==> src/hw/rtl/wmo_pkg.sv <==
`timescale 1ns / 1ps
// shared types, constants and codes for the wavetable mix oscillator
package wmo_pkg;

    localparam int TABLE_DEPTH_DEF = 1024;
    localparam int NUM_WAVES       = 4;
    localparam int FRAC_W          = 16;   // phase fraction bits
    localparam int LEVEL_SHIFT     = 24;   // Q1.24 levels

    localparam int FUNC_W   = 2;
    localparam int SEL_W    = 2;
    localparam int ADDR_W   = 10;
    localparam int SMP_W    = 16;
    localparam int OUT_W    = 18;
    localparam int STEP_W   = 26;
    localparam int LVL_W    = 25;
    localparam int COEF_W   = 24;
    localparam int BAND_W   = 16;

    // configuration port
    localparam int CFG_IDX_W  = 3;
    localparam int CFG_DATA_W = 26;
    localparam logic [CFG_IDX_W-1:0] CFG_PHASE_STEP      = 3'd0;
    localparam logic [CFG_IDX_W-1:0] CFG_SINE_TARGET     = 3'd1;
    localparam logic [CFG_IDX_W-1:0] CFG_SQUARE_TARGET   = 3'd2;
    localparam logic [CFG_IDX_W-1:0] CFG_SAW_TARGET      = 3'd3;
    localparam logic [CFG_IDX_W-1:0] CFG_TRIANGLE_TARGET = 3'd4;
    localparam logic [CFG_IDX_W-1:0] CFG_SMOOTHING_COEF  = 3'd5;
    localparam logic [CFG_IDX_W-1:0] CFG_SETTLE_BAND     = 3'd6;

    localparam logic [COEF_W-1:0] COEF_RST = 24'd3804;
    localparam logic [BAND_W-1:0] BAND_RST = 16'd38;

    // input function codes
    localparam logic [FUNC_W-1:0] FUNC_SAMPLE = 2'd0;
    localparam logic [FUNC_W-1:0] FUNC_NOTE   = 2'd1;
    localparam logic [FUNC_W-1:0] FUNC_WRITE  = 2'd2;

    // command queue between front and back
    localparam int QDEPTH = 2;
    localparam int QPTR_W = $clog2(QDEPTH);
    localparam int QCNT_W = $clog2(QDEPTH + 1);

    // read sequence: lower and upper neighbour for each wave
    localparam int CNT_W = $clog2(2 * NUM_WAVES);
    localparam logic [CNT_W-1:0] CNT_LAST = CNT_W'(2 * NUM_WAVES - 1);

    typedef enum logic [1:0] {
        OP_SAMPLE,
        OP_NOTE,
        OP_WRITE
    } t_op;

    typedef struct packed {
        t_op                     op;
        logic [SEL_W-1:0]        sel;
        logic [ADDR_W-1:0]       addr;
        logic [SMP_W-1:0]        value;
    } t_cmd;

    typedef struct packed {
        logic [STEP_W-1:0]                 phase_step;
        logic [NUM_WAVES-1:0][LVL_W-1:0]   target;
        logic [COEF_W-1:0]                 coef;
        logic [BAND_W-1:0]                 band;
    } t_cfg;

    typedef enum logic [2:0] {
        ST_IDLE,
        ST_ISSUE,
        ST_DRAIN,
        ST_RESULT,
        ST_WRAP
    } t_bstate;

endpackage

==> src/hw/rtl/wmo_front.sv <==
`timescale 1ns / 1ps
// front end: takes input items, drops meaningless ones, queues commands
module wmo_front import wmo_pkg::*; #(
    parameter int TABLE_DEPTH = TABLE_DEPTH_DEF
) (
    input  logic              i_clk,
    input  logic              i_rst_n,
    input  logic              i_in_valid,
    output logic              o_in_stall,
    input  logic [FUNC_W-1:0] i_func,
    input  logic [SEL_W-1:0]  i_table_select,
    input  logic [ADDR_W-1:0] i_table_addr,
    input  logic [SMP_W-1:0]  i_table_value,
    output logic              o_cmd_valid,
    output t_cmd              o_cmd,
    input  logic              i_cmd_take
);

    t_cmd              r_q [QDEPTH];
    logic [QPTR_W-1:0] r_wr_ptr;
    logic [QPTR_W-1:0] r_rd_ptr;
    logic [QCNT_W-1:0] r_count;

    logic accept;
    logic keep;
    logic pop;
    t_cmd cmd_in;

    always_comb begin
        keep         = 1'b0;
        cmd_in.op    = OP_SAMPLE;
        cmd_in.sel   = i_table_select;
        cmd_in.addr  = i_table_addr;
        cmd_in.value = i_table_value;
        unique case (i_func)
            FUNC_SAMPLE: begin
                keep = 1'b1;
            end
            FUNC_NOTE: begin
                keep      = 1'b1;
                cmd_in.op = OP_NOTE;
            end
            FUNC_WRITE: begin
                // writes beyond the table are dropped here
                keep      = 32'(i_table_addr) < TABLE_DEPTH;
                cmd_in.op = OP_WRITE;
            end
            default: begin
                keep = 1'b0;
            end
        endcase
    end

    assign o_in_stall  = (r_count == QCNT_W'(QDEPTH));
    assign accept      = i_in_valid && !o_in_stall;
    assign o_cmd_valid = (r_count != '0);
    assign o_cmd       = r_q[r_rd_ptr];
    assign pop         = i_cmd_take && o_cmd_valid;

    always_ff @(posedge i_clk) begin
        if (!i_rst_n) begin
            r_wr_ptr <= '0;
            r_rd_ptr <= '0;
            r_count  <= '0;
        end else begin
            if (accept && keep) begin
                r_wr_ptr <= r_wr_ptr + 1'b1;
            end
            if (pop) begin
                r_rd_ptr <= r_rd_ptr + 1'b1;
            end
            if ((accept && keep) && !pop) begin
                r_count <= r_count + 1'b1;
            end else if (!(accept && keep) && pop) begin
                r_count <= r_count - 1'b1;
            end
        end
    end

    always_ff @(posedge i_clk) begin
        if (accept && keep) begin
            r_q[r_wr_ptr] <= cmd_in;
        end
    end

endmodule

==> config.mk <==
export PLATFORM = sky130hd
export DESIGN_NAME = wmo_front
export DESIGN_NICKNAME = d
export VERILOG_FILES = /design/src/hw/rtl/wmo_pkg.sv /design/src/hw/rtl/wmo_front.sv
export SDC_FILE = /design/constraint.sdc
export NUM_CORES = 1
export LEC_CHECK = 0
export ABC_CLOCK_PERIOD_IN_PS = 3510
export BUFFER_PORTS_ARGS = -buffer_cell sky130_fd_sc_hd__clkbuf_2
export CORE_UTILIZATION = 30
export CTS_CLUSTER_DIAMETER = 30
export DETAILED_ROUTE_END_ITERATION = 12
export PLACE_DENSITY = 0.56
export SLEW_MARGIN = 10
export SYNTH_ARGS = -nofsm -noshare
export SYNTH_HDL_FRONTEND = slang
export SYNTH_SLANG_ARGS = --single-unit
==> constraint.sdc <==
create_clock -name i_clk -period 3.51 [get_ports i_clk]
set_input_delay 0.5265 -clock i_clk [delete_from_list [all_inputs] [get_ports i_clk]]
set_output_delay 0.5265 -clock i_clk [all_outputs]
set_load 0.02 [all_outputs]
==> metrics.md, run 1 <==
| Metric | Value |
|---|---|
| Crit path DAT | `1.56 ns` |
| Detail Route Antenna Nets | `0` |
| Critical Path RT | `2.98 ns` |
| Max clock buf depth | `2` |
| CTS tree | `built` |
| Drt pass-1 iters | `4` |
| Slew HR | `0.417` |
| Core area | `7770 µm²` |
| Number of diodes | `0` |
| Hold/Removal Path Class | `primary input to flop` |
| Setup Fix Bufs, Post-CTS | `0` |
| Nets@finish | `230` |
| Cell variety after synth | `19` |
| # fillers | `729` |
| Post-synth EDFFs | `60` |
| Flops & latches, synth | `65` |
| Ys flop type | `edfxtp_1` |
| Startpoint Class | `flop` |
| Max Slew Vio Count | `0` |
| Clock Skew | `about 0.0057 ns` |
| Total area of sequential cells | `1900 µm²` |
| Worst slew pin tran | `0.872 ns` |
| Max frequency | `0.479 GHz` |
| Async SR Flop Fraction | `0` |
| Largest net degree at the start of global routing | `31` |
| Pre-CTS WS | `~1.3 ns` |
| Max Cap Violations | `0` |
| H-tree Lvls | `3` |
| Initial antenna violation count | `0` |
| First-pass GRT wire length | `6170 µm` |
| Die X | `91.8 µm` |
| Gp weighted congestion | `0.640` |
| Max IR drop VDD | `0.000315 V` |
| Via count | `1,277` |
| # hold bufs at CTS | `0` |
| Multi-input gate area | `504 µm²` |
| Die ar. | `8420 µm²` |
| PortBufs | `65` |
| Leading area contributor after synthesis | `edfxtp_1` |
| Sequential fraction of the synthesis area | `0.787` |
| Share of the synthesized area in the top cell type | `0.745` |
| Setup violators final | `0` |
| Post-layout min period | `2.09 ns` |
| Site Rows | `32` |
| Clock sink total | `65` |
| Final worst slack | `1.42 ns` |
| Critical setup path kind | `flop to output port` |
| Leak | `1.18 nW` |
| Area Overhead vs Synth | `29.0%` |
| Cells after Synth | `120` |
| Iter 0 DRT Violations | `33` |
| DRC | `0` |
| CTS root buf | `clkbuf_8` |
| Starting density of the core | `0.311` |
| Post-CTS Resized | `0` |
| CP Capture Type | `output port` |
| WL/cell | `13.0 µm` |
| Outcome | `complete, no violations` |
| CP Max Fanout | `30` |
| Routed WL | `about 3900 µm` |
| Setup TNS | `0 ns` |
| Vias in the first global route | `1,271` |
| RSZ-0062 raised after global routing | `false` |
| Ys Warns | `0` |
| CTS clock-pin slew for the worst setup and hold paths | `0.07 ns` |
| Final period util | `0.595` |
| Fraction of layout cells with a size suffix above 1 | `0.580` |
| Count leader, synth | `edfxtp_1` |
| DP HPWL | `2460 µm` |
| Drt via density | `between 4 and 5` |
| Clock latency on the worst-skew pair | `0.34 ns` |
| Synthesized Nets | `155` |
| Most instantiated cells after synthesis | `edfxtp_1 (60), mux2_2 (30), dfxtp_1 (5), and2_1 (4), nor2b_1 (4)` |
| Mapped cell area | `2420 µm²` |
| Total CTS buffers | `9` |
| Syn avg cell area | `20.1 µm²` |
| Grt total ovfl | `0` |
| Overall die height | `91.8 µm` |
| Top Ports | `66` |
| Pwr dens | `772 nW/µm²` |
| Top cells by area, synth | `edfxtp_1 (75%), mux2_2 (14%), dfxtp_1 (4.1%)` |
| Final Hold Fails | `0` |
| Total GRT Usage | `0.101` |
==> stage by stage <==
step / hold slack (ns) / cells / area, µm² / power, mW / util
floorplan: 0.451 / 120 / 2420 / 1.48 / -
global placement: 0.489 / 286 / 2880 / 1.68 / 0.370
detailed placement: 0.504 / 286 / 2880 / 1.69 / 0.370
CTS: 0.355 / 302 / 3120 / 2.45 / 0.402
global route: 0.361 / 302 / 3120 / 2.53 / 0.402
finish: 0.373 / 302 / 3120 / 2.41 / 0.402
==> layout make-up <==
class	count	share of cell area
clock buffers	9	0.0397
clock inverters	7	0.0377
inverters	1	0.00120
multi-input cells	51	0.162
flip-flops and latches	65	0.610
well taps	102	0.0409
repair buffers	67	0.109
==> registers in the layout, indices dropped and copies added, names as in the netlist, named ones only <==
signal    count
r_count       2
r_q          60
r_rd_ptr      1
r_wr_ptr      1
==> cells by family after synthesis <==
| family | after synthesis | synth area share |
|---|---|---|
| compound gates | 4 | 0.0155 |
| mux | 31 | 0.144 |
| buf+inv | 4 | 0.00776 |
| xor+xnor | 3 | 0.0109 |
| flops | 65 | 0.787 |
| simple gates | 12 | 0.0300 |
| fa+ha+maj | 1 | 0.00518 |
==> worst max-delay path: stages (launching register included) <==
cell      delay [ns]
dfxtp_1         0.31
buf_4           0.36
mux2_2          0.39
clkbuf_2        0.16
==> metal layers <==
layer | wire length [µm] | GRT usage | up-vias
li1 | - | - | 611
met1 | 1710 | 0.119 | 606
met2 | 1810 | 0.157 | 48
met3 | 309 | 0.0373 | 12
met4 | 104 | 0.0625 | 0
met5 | 0 | 0 | -
==> where the power goes <==
group / leakage, nW / internal [mW] / total [mW] / switching, mW
logic: 0.461 / 0.272 / 0.655 / 0.383
clock network: 0.124 / 0.472 / 0.752 / 0.279
registers: 0.597 / 0.968 / 1.00 / 0.0338
==> layout by cell type, fill, tap and decap left out, drive strengths merged <==
cell type,instances
nand2,1
xnor2,2
clkinv,3
nor2b,4
mux2,30
or3,1
ha,1
dfxtp,5
bufinv,3
mux2i,1
buf,2
edfxtp,60
and2,4
inv,2
xor2,1
clkbuf,74
a21boi,1
o21ai,2
nand2b,1
or2,1
a211oi,1
==> final timing paths <==
kind	to	cells after the start	from	slack [ns]
hold / removal	r_q[1][6]	1	i_table_value[6]	0.37
hold reg to reg	r_count[1]	2	r_count[1]	0.51
setup / recovery	o_cmd[12]	3	flop	1.42
setup reg to reg	r_q[0][29]	3	r_count[0]	1.57
(Power assumes the default switching activity.)
==> run 2: changes to the inputs <==
--- a/config.mk
+++ b/config.mk
@@ -5,7 +5,7 @@
 export SDC_FILE = /design/constraint.sdc
 export NUM_CORES = 1
 export LEC_CHECK = 0
-export ABC_CLOCK_PERIOD_IN_PS = 3510
+export ABC_CLOCK_PERIOD_IN_PS = 2100
 export BUFFER_PORTS_ARGS = -buffer_cell sky130_fd_sc_hd__clkbuf_2
 export CORE_UTILIZATION = 30
 export CTS_CLUSTER_DIAMETER = 30
==> constraint.sdc (replaced) <==
create_clock -name i_clk -period 2.1 [get_ports i_clk]
set_input_delay 0.315 -clock i_clk [delete_from_list [all_inputs] [get_ports i_clk]]
set_output_delay 0.315 -clock i_clk [all_outputs]
set_load 0.02 [all_outputs]
==> run 2 against run 1 <==
Net effect: die area unchanged; sequential power is 67% higher; wire length rose by 7.3%; utilization is 0.097 points higher; via count increased by 0.47%; critical path type unchanged; largest power group unchanged.
==> metrics.md, run 2 (same netlist as run 1, synthesis figures left out) <==
| Metric | Value |
|---|---|
| Number of diodes | `0` |
| Post-layout min period | `1.75 ns` |
| Largest reg by FF count | `r_q` |
| Fraction of layout cells with a size suffix above 1 | `0.572` |
| DP HPWL | `2660 µm` |
| Clock sink total | `65` |
| First-pass GRT wire length | `6260 µm` |
| Leak | `1.17 nW` |
| Total CTS buffers | `9` |
| Total GRT Usage | `0.106` |
| Drt pass-1 iters | `4` |
| Final instance area | `roughly 3100 µm²` |
| DRC | `0` |
| Routed WL | `4220 µm` |
| Max Cap Violations | `0` |
| Max frequency | `0.572 GHz` |
| Hold/Removal Path Class | `primary input to flop` |
| PortBufs | `65` |
| Max Slew Vio Count | `0` |
| Most common cell after layout, fill and taps aside | `clkbuf_2` |
| Slowest Stage Delay on Critical Path | `0.37 ns` |
| CTS clock-pin slew for the worst setup and hold paths | `0.07 ns` |
| CP Capture Type | `output port` |
| Via count | `~1,300` |
| Site Rows | `32` |
| Die X | `91.8 µm` |
| Startpoint Class | `flop` |
| Clock Skew | `0.00789 ns` |
| Reg-to-Reg End | `r_count[1]` |
| Outcome | `complete, no violations` |
| Area Overhead vs Synth | `29.3%` |
| Critical Path RT | `approximately 1.8 ns` |
| Drt via density | `4.23` |
| Largest net degree at the start of global routing | `31` |
| Hold Path End | `r_q[0][0]` |
| CTS root buf | `clkbuf_8` |
| Post-CTS Resized | `0` |
| Critical path's slowest cell | `mux2_2` |
| Setup violators final | `0` |
| H-tree Lvls | `3` |
| Starting density of the core | `0.311` |
| # hold bufs at CTS | `0` |
| Max IR drop VDD | `0.000704 V` |
| Detail Route Antenna Nets | `0` |
| Overall die height | `91.8 µm` |
| Clock latency on the worst-skew pair | `about 0.33 ns` |
| Setup TNS | `0 ns` |
| R2R Setup Slk | `0.44 ns` |
| Grt total ovfl | `0` |
| CTS tree | `built` |
| Hold Startpoint | `i_table_value[0]` |
| Critical setup path kind | `flop to output port` |
| Worst slew pin tran | `0.258 ns` |
| Nets@finish | `231` |
| Hold depth | `1` |
| Slew HR | `0.828` |
| Die ar. | `8420 µm²` |
| Pwr dens | `1260 nW/µm²` |
| Vias in the first global route | `1,315` |
| Final core utilization | `0.403` |
| Gp weighted congestion | `about 0.64` |
| Placed Cells | `approximately 290` |
| Final worst slack | `0.353 ns` |
| Most frequent cells in the layout | `clkbuf_2 (65), edfxtp_1 (60), mux2_2 (30), clkbuf_8 (9), dfxtp_1 (5)` |
| Crit path DAT | `1.43 ns` |
| Top Ports | `66` |
| Crit-path cells | `buf_12, mux2_2, clkbuf_2` |
| FF-to-FF Start | `r_count[0]` |
| Max FFs per register | `60` |
| Pre-CTS WS | `0.408 ns` |
| Final Hold Fails | `0` |
| Max clock buf depth | `2` |
| Initial antenna violation count | `0` |
| WL/cell | `13.9 µm` |
| Setup Fix Bufs, Post-CTS | `0` |
| Iter 0 DRT Violations | `54` |
| Crit path buffers/inverters | `2` |
| Final Non-Filler Cells | `303` |
| Final period util | `0.832` |
| Biggest regs | `r_q: 60 flops, r_count: 2 flops` |
| CP delay by family, top | `buffers and inverters` |
| Reg2Reg Depth | `5` |
| RSZ-0062 raised after global routing | `false` |
| Core area | `7770 µm²` |
| CP Max Fanout | `30` |
| Area after DPL | `2920 µm²` |
run 2: layout make-up:
| type | instances | area, µm² |
|---|---|---|
| clock inverters | 7 | 85.1 |
| multi-input cells | 51 | 499 |
| inverters | 1 | 3.75 |
| fillers | 746 | 4640 |
| repair buffers | 68 | 385 |
| well taps | 102 | 128 |
| flip-flops and latches | 65 | 1900 |
| clock buffers | 9 | 124 |
run 2: power by group:
part | internal [mW] | leakage (nW) | switching (mW) | total [mW]
sequential | 1.62 | 0.597 | 0.0592 | 1.67
clock | 0.656 | 0.104 | 0.457 | 1.11
combinational | 0.494 | 0.473 | 0.653 | 1.15
run 2: worst register-to-register path: cells and delay by family (launching register included):
family,cells,cell delay [ns]
AO/OA/AOI/OAI,2,0.40
AND/OR/NAND/NOR,2,0.47
adder cells (fa/ha/maj),1,0.31
flip-flops,1,0.41
run 2: per-stage QoR:
step	total power [mW]	hold WS [ns]
after CTS	4.00	0.146
after floorplan	2.48	0.414
after detailed placement	2.88	0.486
after global routing	4.13	0.151
final	3.93	0.167
after global placement	2.87	0.478
run 2: layer usage:
metal  wire (µm)  part of all wire  track usage  vias up
met5           0                 0            0        -
met4          76             0.018       0.0703        0
li1            -                 -            -      615
met3         328             0.078       0.0431        9
met1        1690              0.40        0.112      614
met2        2120              0.50        0.176       45
run 2: worst max-delay path by stage:
| stage | from | to | depth (start not counted) |
|---|---|---|---|
| finish | flop | o_cmd[24] | 3 |
| global route | flop | o_cmd[3] | 3 |
| CTS | flop | o_cmd[3] | 3 |
| detailed placement | i_func[1] | r_count[1] | 5 |
| global placement | i_func[1] | r_count[1] | 5 |
| floorplan | r_count[0] | r_q[0][0] | 3 |
